## config.mk

```make
export PLATFORM = sky130hd
export DESIGN_NAME = ascii_range_frame_parser_core_flat
export DESIGN_NICKNAME = d
export VERILOG_FILES = /design/src/arfp_pkg.sv /design/src/arfp_if.sv /design/src/arfp_regs.sv /design/src/arfp_decode.sv /design/src/ascii_range_frame_parser_core.sv /design/src/flat_wrapper.sv
export SDC_FILE = /design/constraint.sdc
export NUM_CORES = 1
export LEC_CHECK = 0
export ABC_CLOCK_PERIOD_IN_PS = 7400
export BUFFER_PORTS_ARGS = -buffer_cell sky130_fd_sc_hd__buf_4
export CORE_MARGIN = 2
export CORE_UTILIZATION = 30
export DETAILED_ROUTE_END_ITERATION = 10
export GPL_ROUTABILITY_DRIVEN = 0
export SETUP_SLACK_MARGIN = 0.15
export SYNTH_ARGS = -nofsm -noshare
export SYNTH_HDL_FRONTEND = slang
export SYNTH_SLANG_ARGS = --single-unit
```

## constraint.sdc

```tcl
create_clock -name clk -period 7.4 [get_ports clk]
set_input_delay 2.22 -clock clk [delete_from_list [all_inputs] [get_ports clk]]
set_output_delay 2.22 -clock clk [all_outputs]
set_load 0.005 [all_outputs]
```

## src/arfp_pkg.sv

```systemverilog
`default_nettype none

package arfp_pkg;

	localparam int unsigned DigitSlotsDefault = 4;
	localparam int unsigned DecodeDigits      = 4;

	localparam int unsigned ByteW  = 8;
	localparam int unsigned DistW  = 16;
	localparam int unsigned LenW   = 4;
	localparam int unsigned FailW  = 8;
	localparam int unsigned AddrW  = 5;
	localparam int unsigned DataW  = 32;

	localparam logic [LenW-1:0]  LengthMax     = 4'd15;
	localparam logic [LenW-1:0]  LenFailClear  = 4'd6;
	localparam logic [FailW-1:0] FailMax       = 8'hFF;
	localparam logic [DistW-1:0] AsciiZero     = 16'h0030;

	localparam logic [ByteW-1:0] HeaderOneReset = 8'd2;
	localparam logic [ByteW-1:0] HeaderTwoReset = 8'd35;
	localparam logic [ByteW-1:0] TailReset      = 8'd3;
	localparam logic [FailW-1:0] FailLimitReset = 8'd3;
	localparam logic [DistW-1:0] ErrorDistReset = 16'd9999;

	typedef enum logic [2:0] {
		RegHeaderOne,
		RegHeaderTwo,
		RegTail,
		RegFailLimit,
		RegErrorDistance
	} arfp_reg_t;

	typedef struct packed {
		logic [ByteW-1:0] header_one_byte;
		logic [ByteW-1:0] header_two_byte;
		logic [ByteW-1:0] tail_byte;
		logic [FailW-1:0] fail_limit;
		logic [DistW-1:0] error_distance;
	} arfp_cfg_t;

	typedef struct packed {
		logic             op;
		logic [ByteW-1:0] rx_byte;
	} arfp_in_t;

	typedef struct packed {
		logic             distance_update;
		logic [DistW-1:0] distance;
		logic             trigger_request;
		logic             link_reinit;
	} arfp_out_t;

endpackage

`default_nettype wire

```

## src/arfp_if.sv

```systemverilog
`default_nettype none

interface arfp_in_if;
	logic                            valid;
	logic                            ready;
	logic                            op;
	logic [arfp_pkg::ByteW-1:0]      rx_byte;

	modport source (output valid, output op, output rx_byte, input ready);
	modport sink   (input valid, input op, input rx_byte, output ready);
endinterface

interface arfp_out_if;
	logic                            valid;
	logic                            ready;
	logic                            distance_update;
	logic [arfp_pkg::DistW-1:0]      distance;
	logic                            trigger_request;
	logic                            link_reinit;

	modport source (output valid, output distance_update, output distance,
		output trigger_request, output link_reinit, input ready);
	modport sink   (input valid, input distance_update, input distance,
		input trigger_request, input link_reinit, output ready);
endinterface

`default_nettype wire

```

## src/arfp_regs.sv

```systemverilog
`default_nettype none

module arfp_regs (
	input  wire logic                          clk,
	input  wire logic                          arst_n,
	input  wire logic                          psel,
	input  wire logic                          penable,
	input  wire logic                          pwrite,
	input  wire logic [arfp_pkg::AddrW-1:0]    paddr,
	input  wire logic [arfp_pkg::DataW-1:0]    pwdata,
	output logic      [arfp_pkg::DataW-1:0]    prdata,
	output arfp_pkg::arfp_cfg_t                cfg
);

	logic       wr_en;
	logic [2:0] reg_idx;
	arfp_pkg::arfp_cfg_t cfg_q;

	// Registers sit on word boundaries; the low address bits select nothing.
	assign reg_idx = paddr[arfp_pkg::AddrW-1:2];
	assign wr_en   = psel && penable && pwrite;
	assign cfg     = cfg_q;

	always_ff @(posedge clk or negedge arst_n) begin
		if (!arst_n) begin
			cfg_q.header_one_byte <= arfp_pkg::HeaderOneReset;
			cfg_q.header_two_byte <= arfp_pkg::HeaderTwoReset;
			cfg_q.tail_byte       <= arfp_pkg::TailReset;
			cfg_q.fail_limit      <= arfp_pkg::FailLimitReset;
			cfg_q.error_distance  <= arfp_pkg::ErrorDistReset;
		end else if (wr_en) begin
			unique case (reg_idx)
				arfp_pkg::RegHeaderOne:     cfg_q.header_one_byte <= pwdata[arfp_pkg::ByteW-1:0];
				arfp_pkg::RegHeaderTwo:     cfg_q.header_two_byte <= pwdata[arfp_pkg::ByteW-1:0];
				arfp_pkg::RegTail:          cfg_q.tail_byte       <= pwdata[arfp_pkg::ByteW-1:0];
				arfp_pkg::RegFailLimit:     cfg_q.fail_limit      <= pwdata[arfp_pkg::FailW-1:0];
				arfp_pkg::RegErrorDistance: cfg_q.error_distance  <= pwdata[arfp_pkg::DistW-1:0];
				default: ;
			endcase
		end
	end

	always_comb begin
		prdata = '0;
		unique case (reg_idx)
			arfp_pkg::RegHeaderOne:     prdata = 32'(cfg_q.header_one_byte);
			arfp_pkg::RegHeaderTwo:     prdata = 32'(cfg_q.header_two_byte);
			arfp_pkg::RegTail:          prdata = 32'(cfg_q.tail_byte);
			arfp_pkg::RegFailLimit:     prdata = 32'(cfg_q.fail_limit);
			arfp_pkg::RegErrorDistance: prdata = 32'(cfg_q.error_distance);
			default:                    prdata = '0;
		endcase
	end

endmodule

`default_nettype wire

```

## src/arfp_decode.sv

```systemverilog
`default_nettype none

module arfp_decode (
	input  wire logic [arfp_pkg::ByteW-1:0] digit [arfp_pkg::DecodeDigits],
	input  wire logic [arfp_pkg::LenW-1:0]  length,
	input  wire logic [arfp_pkg::DistW-1:0] error_distance,
	output logic      [arfp_pkg::DistW-1:0] distance
);

	logic [arfp_pkg::DistW-1:0] d [arfp_pkg::DecodeDigits];

	// Each digit is its byte less ASCII zero; everything wraps at 16 bits.
	always_comb begin
		for (int i = 0; i < arfp_pkg::DecodeDigits; i++) begin
			d[i] = {8'h00, digit[i]} - arfp_pkg::AsciiZero;
		end
	end

	always_comb begin
		unique case (length)
			4'd4: distance = 16'(d[0] * 16'd1000) + 16'(d[1] * 16'd100)
				+ 16'(d[2] * 16'd10) + d[3];
			4'd3: distance = 16'(d[0] * 16'd100) + 16'(d[1] * 16'd10) + d[2];
			4'd2: distance = 16'(d[0] * 16'd10) + d[1];
			4'd1: distance = d[0];
			default: distance = error_distance;
		endcase
	end

endmodule

`default_nettype wire

```

## src/ascii_range_frame_parser_core.sv

```systemverilog
`default_nettype none

// Channel  | Direction | Handshake      | Payload
// ---------+-----------+----------------+----------------------------------------------
// in       | sink      | valid / ready  | op, rx_byte
// out      | source    | valid / ready  | distance_update, distance, trigger_request,
//          |           |                | link_reinit
// APB      | slave     | psel / penable | five configuration registers, pready tied high
//
// One transfer in, one transfer out per item, one item per cycle sustained while out.ready stays high.
// Each item passes the input register, then the framing logic into the
// result register, where the phase, length and fail count update as well.
// Reset clears the control state and restores the register defaults; the
// digit store is not cleared since every slot read is written first.
// With out.ready low the result holds, one more item waits, then in.ready drops.

module ascii_range_frame_parser_core #(
	parameter int unsigned DIGIT_SLOTS = arfp_pkg::DigitSlotsDefault
) (
	input  wire logic                       clk,
	input  wire logic                       arst_n,
	arfp_in_if.sink                         in,
	arfp_out_if.source                      out,
	input  wire logic                       psel,
	input  wire logic                       penable,
	input  wire logic                       pwrite,
	input  wire logic [arfp_pkg::AddrW-1:0] paddr,
	input  wire logic [arfp_pkg::DataW-1:0] pwdata,
	output logic      [arfp_pkg::DataW-1:0] prdata,
	output logic                            pready
);

	localparam int unsigned SlotW = $clog2(DIGIT_SLOTS);

	typedef enum logic [1:0] {
		PhIdle,
		PhSync,
		PhPayload
	} phase_t;

	arfp_pkg::arfp_cfg_t cfg;

	// Input register.
	logic                        valid_s1;
	logic                        op_s1;
	logic [arfp_pkg::ByteW-1:0]  byte_s1;

	// Framing state.
	phase_t                      phase_q;
	logic [arfp_pkg::LenW-1:0]   len_q;
	logic [arfp_pkg::FailW-1:0]  fail_q;
	logic [arfp_pkg::ByteW-1:0]  digit_q [DIGIT_SLOTS];

	// Result register.
	logic                        out_valid_q;
	arfp_pkg::arfp_out_t         res_q;

	// Next-state and result logic.
	logic                        fire;
	logic                        in_take;
	phase_t                      phase_n;
	logic [arfp_pkg::LenW-1:0]   len_n;
	logic [arfp_pkg::FailW-1:0]  fail_n;
	logic [arfp_pkg::FailW-1:0]  fail_inc;
	logic                        store_en;
	arfp_pkg::arfp_out_t         res_n;
	logic [arfp_pkg::ByteW-1:0]  dec_digit [arfp_pkg::DecodeDigits];
	logic [arfp_pkg::DistW-1:0]  dec_distance;

	assign pready = 1'b1;

	arfp_regs u_regs (
		.clk     (clk),
		.arst_n  (arst_n),
		.psel    (psel),
		.penable (penable),
		.pwrite  (pwrite),
		.paddr   (paddr),
		.pwdata  (pwdata),
		.prdata  (prdata),
		.cfg     (cfg)
	);

	// The item in the input register is processed when the result register
	// is empty or is being emptied in this cycle.
	assign fire     = valid_s1 && (!out_valid_q || out.ready);
	assign in.ready = !valid_s1 || fire;
	assign in_take  = in.valid && in.ready;

	always_ff @(posedge clk or negedge arst_n) begin
		if (!arst_n) begin
			valid_s1 <= 1'b0;
		end else if (in_take) begin
			valid_s1 <= 1'b1;
		end else if (fire) begin
			valid_s1 <= 1'b0;
		end
	end

	always_ff @(posedge clk) begin
		if (in_take) begin
			op_s1   <= in.op;
			byte_s1 <= in.rx_byte;
		end
	end

	// Only the first slots take part in a distance.
	always_comb begin
		for (int i = 0; i < arfp_pkg::DecodeDigits; i++) begin
			dec_digit[i] = digit_q[i];
		end
	end

	arfp_decode u_decode (
		.digit          (dec_digit),
		.length         (len_q),
		.error_distance (cfg.error_distance),
		.distance       (dec_distance)
	);

	assign fail_inc = (fail_q == arfp_pkg::FailMax) ? fail_q : fail_q + 8'd1;

	// Framing machine. A first header byte wins over every other match, and
	// a second header byte counts only while synced; in payload it is data unless it is also the tail.
	always_comb begin
		phase_n  = phase_q;
		len_n    = len_q;
		fail_n   = fail_q;
		store_en = 1'b0;
		res_n    = '0;
		if (!op_s1) begin
			priority if (byte_s1 == cfg.header_one_byte) begin
				phase_n = PhSync;
			end else if (phase_q == PhSync && byte_s1 == cfg.header_two_byte) begin
				phase_n = PhPayload;
				len_n   = '0;
			end else if (phase_q == PhPayload) begin
				if (byte_s1 == cfg.tail_byte) begin
					// A short frame proves the sensor is alive.
					if (len_q < arfp_pkg::LenFailClear) begin
						fail_n = '0;
					end
					res_n.distance_update = 1'b1;
					res_n.distance        = dec_distance;
				end else begin
					store_en = len_q < arfp_pkg::LenW'(DIGIT_SLOTS);
					if (len_q != arfp_pkg::LengthMax) begin
						len_n = len_q + 4'd1;
					end
				end
			end
		end else begin
			// Poll timeout: always ask for a trigger; past the limit, also
			// reinitialize the link and report the error distance.
			res_n.trigger_request = 1'b1;
			fail_n                = fail_inc;
			if (fail_inc > cfg.fail_limit) begin
				res_n.link_reinit     = 1'b1;
				res_n.distance_update = 1'b1;
				res_n.distance        = cfg.error_distance;
			end
		end
	end

	always_ff @(posedge clk or negedge arst_n) begin
		if (!arst_n) begin
			phase_q <= PhIdle;
			len_q   <= '0;
			fail_q  <= '0;
		end else if (fire) begin
			phase_q <= phase_n;
			len_q   <= len_n;
			fail_q  <= fail_n;
		end
	end

	always_ff @(posedge clk) begin
		if (fire && store_en) begin
			digit_q[len_q[SlotW-1:0]] <= byte_s1;
		end
	end

	always_ff @(posedge clk or negedge arst_n) begin
		if (!arst_n) begin
			out_valid_q <= 1'b0;
		end else if (fire) begin
			out_valid_q <= 1'b1;
		end else if (out.ready) begin
			out_valid_q <= 1'b0;
		end
	end

	always_ff @(posedge clk) begin
		if (fire) begin
			res_q <= res_n;
		end
	end

	assign out.valid           = out_valid_q;
	assign out.distance_update = res_q.distance_update;
	assign out.distance        = res_q.distance;
	assign out.trigger_request = res_q.trigger_request;
	assign out.link_reinit     = res_q.link_reinit;

endmodule

`default_nettype wire

```

## src/flat_wrapper.sv

```systemverilog
// flat-port wrapper written by rule: the top's interface ports become plain ports
module ascii_range_frame_parser_core_flat 
#(
	parameter int unsigned DIGIT_SLOTS = arfp_pkg::DigitSlotsDefault
)
  (clk, arst_n, psel, penable, pwrite, paddr, pwdata, prdata, pready, in_valid, in_op, in_rx_byte, in_ready, out_valid, out_distance_update, out_distance, out_trigger_request, out_link_reinit, out_ready);
  arfp_in_if in_i ();
  arfp_out_if out_i ();
  input  wire logic clk;
  input  wire logic arst_n;
  input  wire logic psel;
  input  wire logic penable;
  input  wire logic pwrite;
  input  wire logic [arfp_pkg::AddrW-1:0] paddr;
  input  wire logic [arfp_pkg::DataW-1:0] pwdata;
  output logic      [arfp_pkg::DataW-1:0] prdata;
  output logic pready;
  input wire logic [$bits(in_i.valid)-1:0] in_valid;
  input wire logic [$bits(in_i.op)-1:0] in_op;
  input wire logic [$bits(in_i.rx_byte)-1:0] in_rx_byte;
  output wire logic [$bits(in_i.ready)-1:0] in_ready;
  output wire logic [$bits(out_i.valid)-1:0] out_valid;
  output wire logic [$bits(out_i.distance_update)-1:0] out_distance_update;
  output wire logic [$bits(out_i.distance)-1:0] out_distance;
  output wire logic [$bits(out_i.trigger_request)-1:0] out_trigger_request;
  output wire logic [$bits(out_i.link_reinit)-1:0] out_link_reinit;
  input wire logic [$bits(out_i.ready)-1:0] out_ready;
  assign in_i.valid = in_valid;
  assign in_i.op = in_op;
  assign in_i.rx_byte = in_rx_byte;
  assign in_ready = in_i.ready;
  assign out_valid = out_i.valid;
  assign out_distance_update = out_i.distance_update;
  assign out_distance = out_i.distance;
  assign out_trigger_request = out_i.trigger_request;
  assign out_link_reinit = out_i.link_reinit;
  assign out_i.ready = out_ready;
  ascii_range_frame_parser_core #(.DIGIT_SLOTS(DIGIT_SLOTS)) u_core (.clk(clk), .arst_n(arst_n), .in(in_i), .out(out_i), .psel(psel), .penable(penable), .pwrite(pwrite), .paddr(paddr), .pwdata(pwdata), .prdata(prdata), .pready(pready));
endmodule
```

==> flow_summary.ini, run 1 <==
[worst_setup_path]
worstPathRequired_ps = 7570
cp-start-kind = register
crit_arrival_ps = 7300
critPathKind = register to register
endpoint_kind = register
worst-path-max-fanout = 4
crit_path_max_incr_delay_ps = 540
crit_slowest_cell = edfxtp_1

[clock_tree]
htree_levels = 4
cts_tree = built
clock_sink_count = 124
clk_latency_ps = 410
postCtsHoldBufs = 0
clock_path_buffers = 2
path_clk_slew_ps = 60
clockRootBuffer = clkbuf_16
cts_made_buffers = 17

[min_path]
hold_class = register to register

[job]
maxCapViolCount = 0

[die]
core_um2 = 43000
die_w_um = 212
io-pin-count = 107
row_count = 76
die-area_um2 = 45000
start_util_pct = 30.3
floorplan.die.height_um = 212

[finish]
stdcell_area_um2 = 15400
nFillCells = 4367
final_common_cell = inv_1
area_delta_synth_final_pct = 18.0
drive_gt1_share_pct = 17.8
final_cell_mix = inv_1, ha_1, buf_4
antennaDiodeCount = 0
layout.nets = 1752

[yosys]
ys.flop_type = edfxtp_1
synthArstFlopShare_pct = 51.6
yosys.cell_types.count = 70
syn_avg_cell_area_um2 = 9.73
ys_seq_area_share_pct = 26.3
synth_top_cell_by_area = ha_1
synth-seq-cells = 124
syn-instance-count = 1337
synth_edf_count = 60
syn_area_um2 = 13000
synth_warnings = 0
yosys-top-cells-area = ha_1, edfxtp_1, fa_1
synth_top_area_share_pct = 16.3

[sta]
slew_headroom_pct = 26.7
finalSetupTns_ps = 0
fin_crit_ps = 7130
drv_slew = 0
rsz0062_at_grt = yes
skew_ps = 9.59
finalHoldViolations = 0
fin_crit_sh_pct = 96.3
hold_ws_ps = 496
worstMarginPinSlew_ps = 1100
fmax_mhz = 140
setup_viol = 0

[run_status]
status = completed

[power_and_ir_drop]
p_leak_uw = 0.00708
ir_drop_v = 0.000551
design_power_total_uw = 6490
powerDensity_nw_per_um2 = 423

[grt]
first_global_vias = 10100
grt.overflow.total = 0
grt_max_degree = 65
grt_antenna_before_repair = 0
track_usage_pct = 15.6
grt_pass1_wl_um = 54200

[detailed_routing]
drt_first_pass_iters = 5
vias = 9950
ant_nets = 0
remaining_drc_errors = 0
wirelength_um = 34200
vias_per_cell = 4.87
routedWlPerCell_um = 16.7
drt_iter0_drc = 542

[placed_design]
dpl.hpwl_um = 27200
post_dp_cell_area_um2 = 14400
io_buffer_count = 71
## per-stage QoR
step	utilization, %	std cells	setup slack [ps]
final	35.7	2045	271
after global routing	35.7	2045	2.03
after CTS	35.1	2043	151
after detailed placement	33.6	2007	-166
after global placement	33.6	2007	-147
after floorplan	-	1352	291
## registers in the layout (all words and copies together) (netlist names)
name / flops
u_core.u_regs.cfg: 48
u_core.out.distance: 16
u_core.out.valid: 1
u_core.out.link_reinit: 1
u_core.fail_q: 8
u_core.op_s1: 1
u_core.out.distance_update: 1
u_core.valid_s1: 1
u_core.phase_q: 2
u_core.digit_q: 32
u_core.out.trigger_request: 1
u_core.byte_s1: 8
u_core.len_q: 4
## final timing paths
kind                                       from                       to  slack, ps  cells past startpoint
hold reg to reg                 u_core.valid_s1         u_core.out.valid        500                      1
max in group asynchronous                arst_n    u_core.u_regs.cfg[43]       4960                      1
min in group asynchronous                arst_n    u_core.u_regs.cfg[36]       1910                      1
setup reg to reg           u_core.digit_q[0][4]  u_core.out.distance[15]        270                     30
setup / recovery           u_core.digit_q[0][4]  u_core.out.distance[15]        270                     30
hold / removal                  u_core.valid_s1         u_core.out.valid        500                      1
## repair_timing
action,in CTS,in global routing
buffers inserted,4,2
resized for setup,13,45
hold endpoints to repair,0,0
endpoints found under the setup margin,1,2
pin swaps,17,37
## where the power goes
| part | internal [uW] | switching, uW | total [uW] | leakage [uW] |
|---|---|---|---|---|
| clock | 523 | 294 | 817 | 0.000278 |
| combinational | 2190 | 2540 | 4730 | 0.00547 |
| sequential | 833 | 109 | 942 | 0.00133 |
## cell usage after synthesis (all sizes together) (8+ instances only)
library cell  instances
nand2                81
a211oi               12
and3                 11
a31oi                11
buf                  22
xor2                 54
a21o                 32
o22ai                11
dfstp                16
nor2b                12
edfxtp               60
nand3                15
nor3                 17
fa                   82
ha                  170
xnor2                73
dfrtp                48
mux2i                20
a21oi                69
o21ai                76
clkbuf               23
o211ai                9
nor2                 66
nand2b               15
nand4                 8
inv                 180
a221oi                8
o21a                 15
or3                   9
mux2                 43
## per-layer routing
layer	share of wire, %	track usage [%]	up-vias
li1	-	-	4816
met1	46	21.0	4848
met2	47	26.1	226
met3	3.6	1.60	60
met4	2.9	5.23	0
met5	0	0	-
## logic make-up after synthesis
| kind of cell | synth area share (%) |
|---|---|
| flip-flops | 26.3 |
| AO/OA/AOI/OAI | 13.7 |
| XOR/XNOR | 8.91 |
| adder cells (fa/ha/maj) | 29.0 |
| AND/OR/NAND/NOR | 9.68 |
| multiplexers | 5.26 |
| buffers and inverters | 7.12 |
| other | 0.0577 |
## final cells by class
class                   instances  area [um^2]  area share (%)
clock buffers                  18          429            2.79
clock inverters                14          153           0.994
inverters                     180          688            4.48
multi-input cells            1003         9000            58.6
flip-flops and latches        124         3420            22.3
well taps                     585          732            4.77
repair buffers                121          927            6.04
## critical path: cells and delay by family, from the launching register on
kind | cells | cell delay (ps)
flops | 1 | 540
buf+inv | 9 | 660
compound gates | 8 | 1260
xor+xnor | 3 | 690
fa+ha+maj | 9 | 3600
simple gates | 1 | 110
(Power assumes the default switching activity.)
==> run 2: changes to the inputs <==
--- a/config.mk
+++ b/config.mk
@@ -6,12 +6,14 @@
 export NUM_CORES = 1
 export LEC_CHECK = 0
 export ABC_CLOCK_PERIOD_IN_PS = 7400
-export BUFFER_PORTS_ARGS = -buffer_cell sky130_fd_sc_hd__buf_4
 export CORE_MARGIN = 2
 export CORE_UTILIZATION = 30
 export DETAILED_ROUTE_END_ITERATION = 10
+export DONT_BUFFER_PORTS = 1
 export GPL_ROUTABILITY_DRIVEN = 0
+export MAX_ROUTING_LAYER = met4
 export SETUP_SLACK_MARGIN = 0.15
 export SYNTH_ARGS = -nofsm -noshare
 export SYNTH_HDL_FRONTEND = slang
+export SYNTH_HIERARCHICAL = 1
 export SYNTH_SLANG_ARGS = --single-unit
==> run 2 against run 1 <==
Effect of this change: worst setup slack better by 180 ps; highest routed layer unchanged; sequential cell count unchanged; largest cell class unchanged; largest power group is now sequential cells; sequential share of layout area rose by 0.73 points; maximum frequency grew 2.6%.
==> flow_summary.ini, run 2 <==
[grt]
track_usage_pct = 15.4
grt_max_degree = 65
grt_antenna_before_repair = 0
grt.overflow.total = 0
grt_pass1_wl_um = 54500
first_global_vias = 10100

[die]
die-area_um2 = 46100
start_util_pct = 30.2
io-pin-count = 107
die_w_um = 215
floorplan.die.height_um = 215
core_um2 = 44000
row_count = 77

[detailed_routing]
vias_per_cell = 4.92
wirelength_um = 33700
routedWlPerCell_um = 17.4
ant_nets = 0
drt_iter0_drc = 536
vias = 9564
drt_first_pass_iters = 5
remaining_drc_errors = 0

[yosys]
syn-instance-count = 1305
syn_avg_cell_area_um2 = 10.2
synth_edf_count = 60
synthTopCellsByCount = inv_1, ha_1, xnor2_1
ys_seq_area_share_pct = 25.7
yosys-top-cells-area = ha_1, edfxtp_1, fa_1
syn_area_um2 = 13300
synth_warnings = 6
synthArstFlopShare_pct = 51.6
synth_top_area_share_pct = 16.3
yosys.cell_types.count = 91
synth-seq-cells = 124
synth_top_cell_by_area = ha_1
ys.flop_type = edfxtp_1
synthMostInstantiatedCell = inv_1

[clock_tree]
clk_latency_ps = 420
cts_made_buffers = 17
clock_sink_count = 124
path_clk_slew_ps = 70
clock_path_buffers = 2
clockRootBuffer = clkbuf_16
htree_levels = 4
cts_tree = built

[power_and_ir_drop]
p_seq_share_pct = 40.7
clkPwrFrac_pct = 37.9
sw_frac_of_total_pct = 30.0
p_leak_uw = 0.00680
powerDensity_nw_per_um2 = 159
switching_power_uw = 710
p_int_uw = 1660
ir_drop_v = 0.000157
combPwrFrac_pct = 21.4
design_power_total_uw = 2370

[placed_design]
io_buffer_count = 0
dpl.hpwl_um = 27000
post-place-cells = 1904
place_worst_setup_slack_ps = 99.3

[sta]
finalHoldViolations = 0
fin_crit_ps = 6950
fin_crit_sh_pct = 93.9
rsz0062_at_grt = no
setup_slack_ps = 449
slew_headroom_pct = 18.6
setup_viol = 0
drv_slew = 0
worstMarginPinSlew_ps = 1220
fmax_mhz = 144
skew_ps = 13.0
finalSetupTns_ps = 0

[worst_setup_path]
critPathKind = register to register
worstPathRequired_ps = 7580
crit_path_max_incr_delay_ps = 610
cp_common_cell = fa_1
crit_slowest_cell = fa_1
crit_start = u_core/digit_q[0][1]
crit_end = u_core/out.distance[15]
endpoint_kind = register
regToRegStartpoint = u_core/digit_q[0][1]
r2r_end = u_core/out.distance[15]
crit_arrival_ps = 7130
r2r_cells = 25
cp-start-kind = register
worst-path-max-fanout = 6
reg2reg_setup_slack_ps = 450

[finish]
drive_gt1_share_pct = 14.3
final_cell_mix = inv_1, ha_1, fa_1
largest_register_ffs = 48
layout.nets = 1646
final_cells = 1943
area_delta_synth_final_pct = 11.7
antennaDiodeCount = 0
final_common_cell = inv_1

[run_status]
status = completed

[min_path]
hold_class = register to register

[job]
maxCapViolCount = 0
[run 2: layout make-up]
class	instances	area, um^2
Multi-Input combinational cell	984	9150
Timing Repair Buffer	33	251
Inverter	178	669
Tap cell	592	741
Clock inverter	13	189
Fill cell	4469	29200
Clock buffer	19	443
Sequential cell	124	3420
[run 2: through the flow]
stage	cell area (um^2)	util (%)	hold WS [ps]
after floorplan	13400	-	465
after detailed placement	14100	32.0	508
after global routing	14900	33.8	574
after CTS	14700	33.4	533
final	14900	33.8	534
after global placement	14100	32.0	492
[run 2: timing repair]
action                                  CTS  global route
pin swaps                                 0             9
buffers inserted                          1             6
resized for setup                         2            16
hold buffers                              0             0
endpoints found under the setup margin    1             4
[run 2: critical path, delay by kind of cell (launching register included)]
family,cells,cell delay (ps)
AOI/OAI and AO/OA,8,1470
xor gates and xnor gates,2,320
adders and majority gates,8,3440
buffers and inverters,3,170
DFF,1,550
and+or+nand+nor,4,760
[run 2: logic make-up after synthesis]
family	Yosys count	share of synthesized area [%]
simple gates	266	10.9
fa+ha+maj	255	28.6
compound gates	243	12.9
buf+inv	212	6.79
xor+xnor	137	9.18
flops	124	25.7
mux	66	5.83
other cells	2	0.0564
[run 2: how the worst min path moves through the flow]
stage / start / endpoint / slack (ps) / depth (start not counted)
floorplan: u_core/phase_q[0] / u_core/phase_q[0] / 470 / 2
global placement: u_core/phase_q[0] / u_core/phase_q[0] / 490 / 2
detailed placement: u_core/phase_q[0] / u_core/phase_q[0] / 510 / 2
CTS: u_core/phase_q[0] / u_core/phase_q[0] / 530 / 2
global route: u_core/fail_q[6] / u_core/fail_q[6] / 570 / 1
finish: u_core/u_regs/cfg[27] / u_core/u_regs/cfg[27] / 530 / 1
[run 2: power by group through the flow]
stage	clock network, uW	registers [uW]	logic, uW
3_5_place_dp	0	975	497
6_report	897	965	506
4_1_cts	911	963	502
5_1_grt	939	981	566
2_1_floorplan	0	922	406
3_3_place_gp	0	971	483
[run 2: routing by layer]
metal | vias to the layer above | global-route usage, % | share of wire [%]
li1 | 4582 | - | -
met1 | 4755 | 19.1 | 45
met2 | 189 | 26.4 | 49
met3 | 38 | 1.94 | 3.9
met4 | 0 | 3.98 | 2.1
met5 | - | - | 0
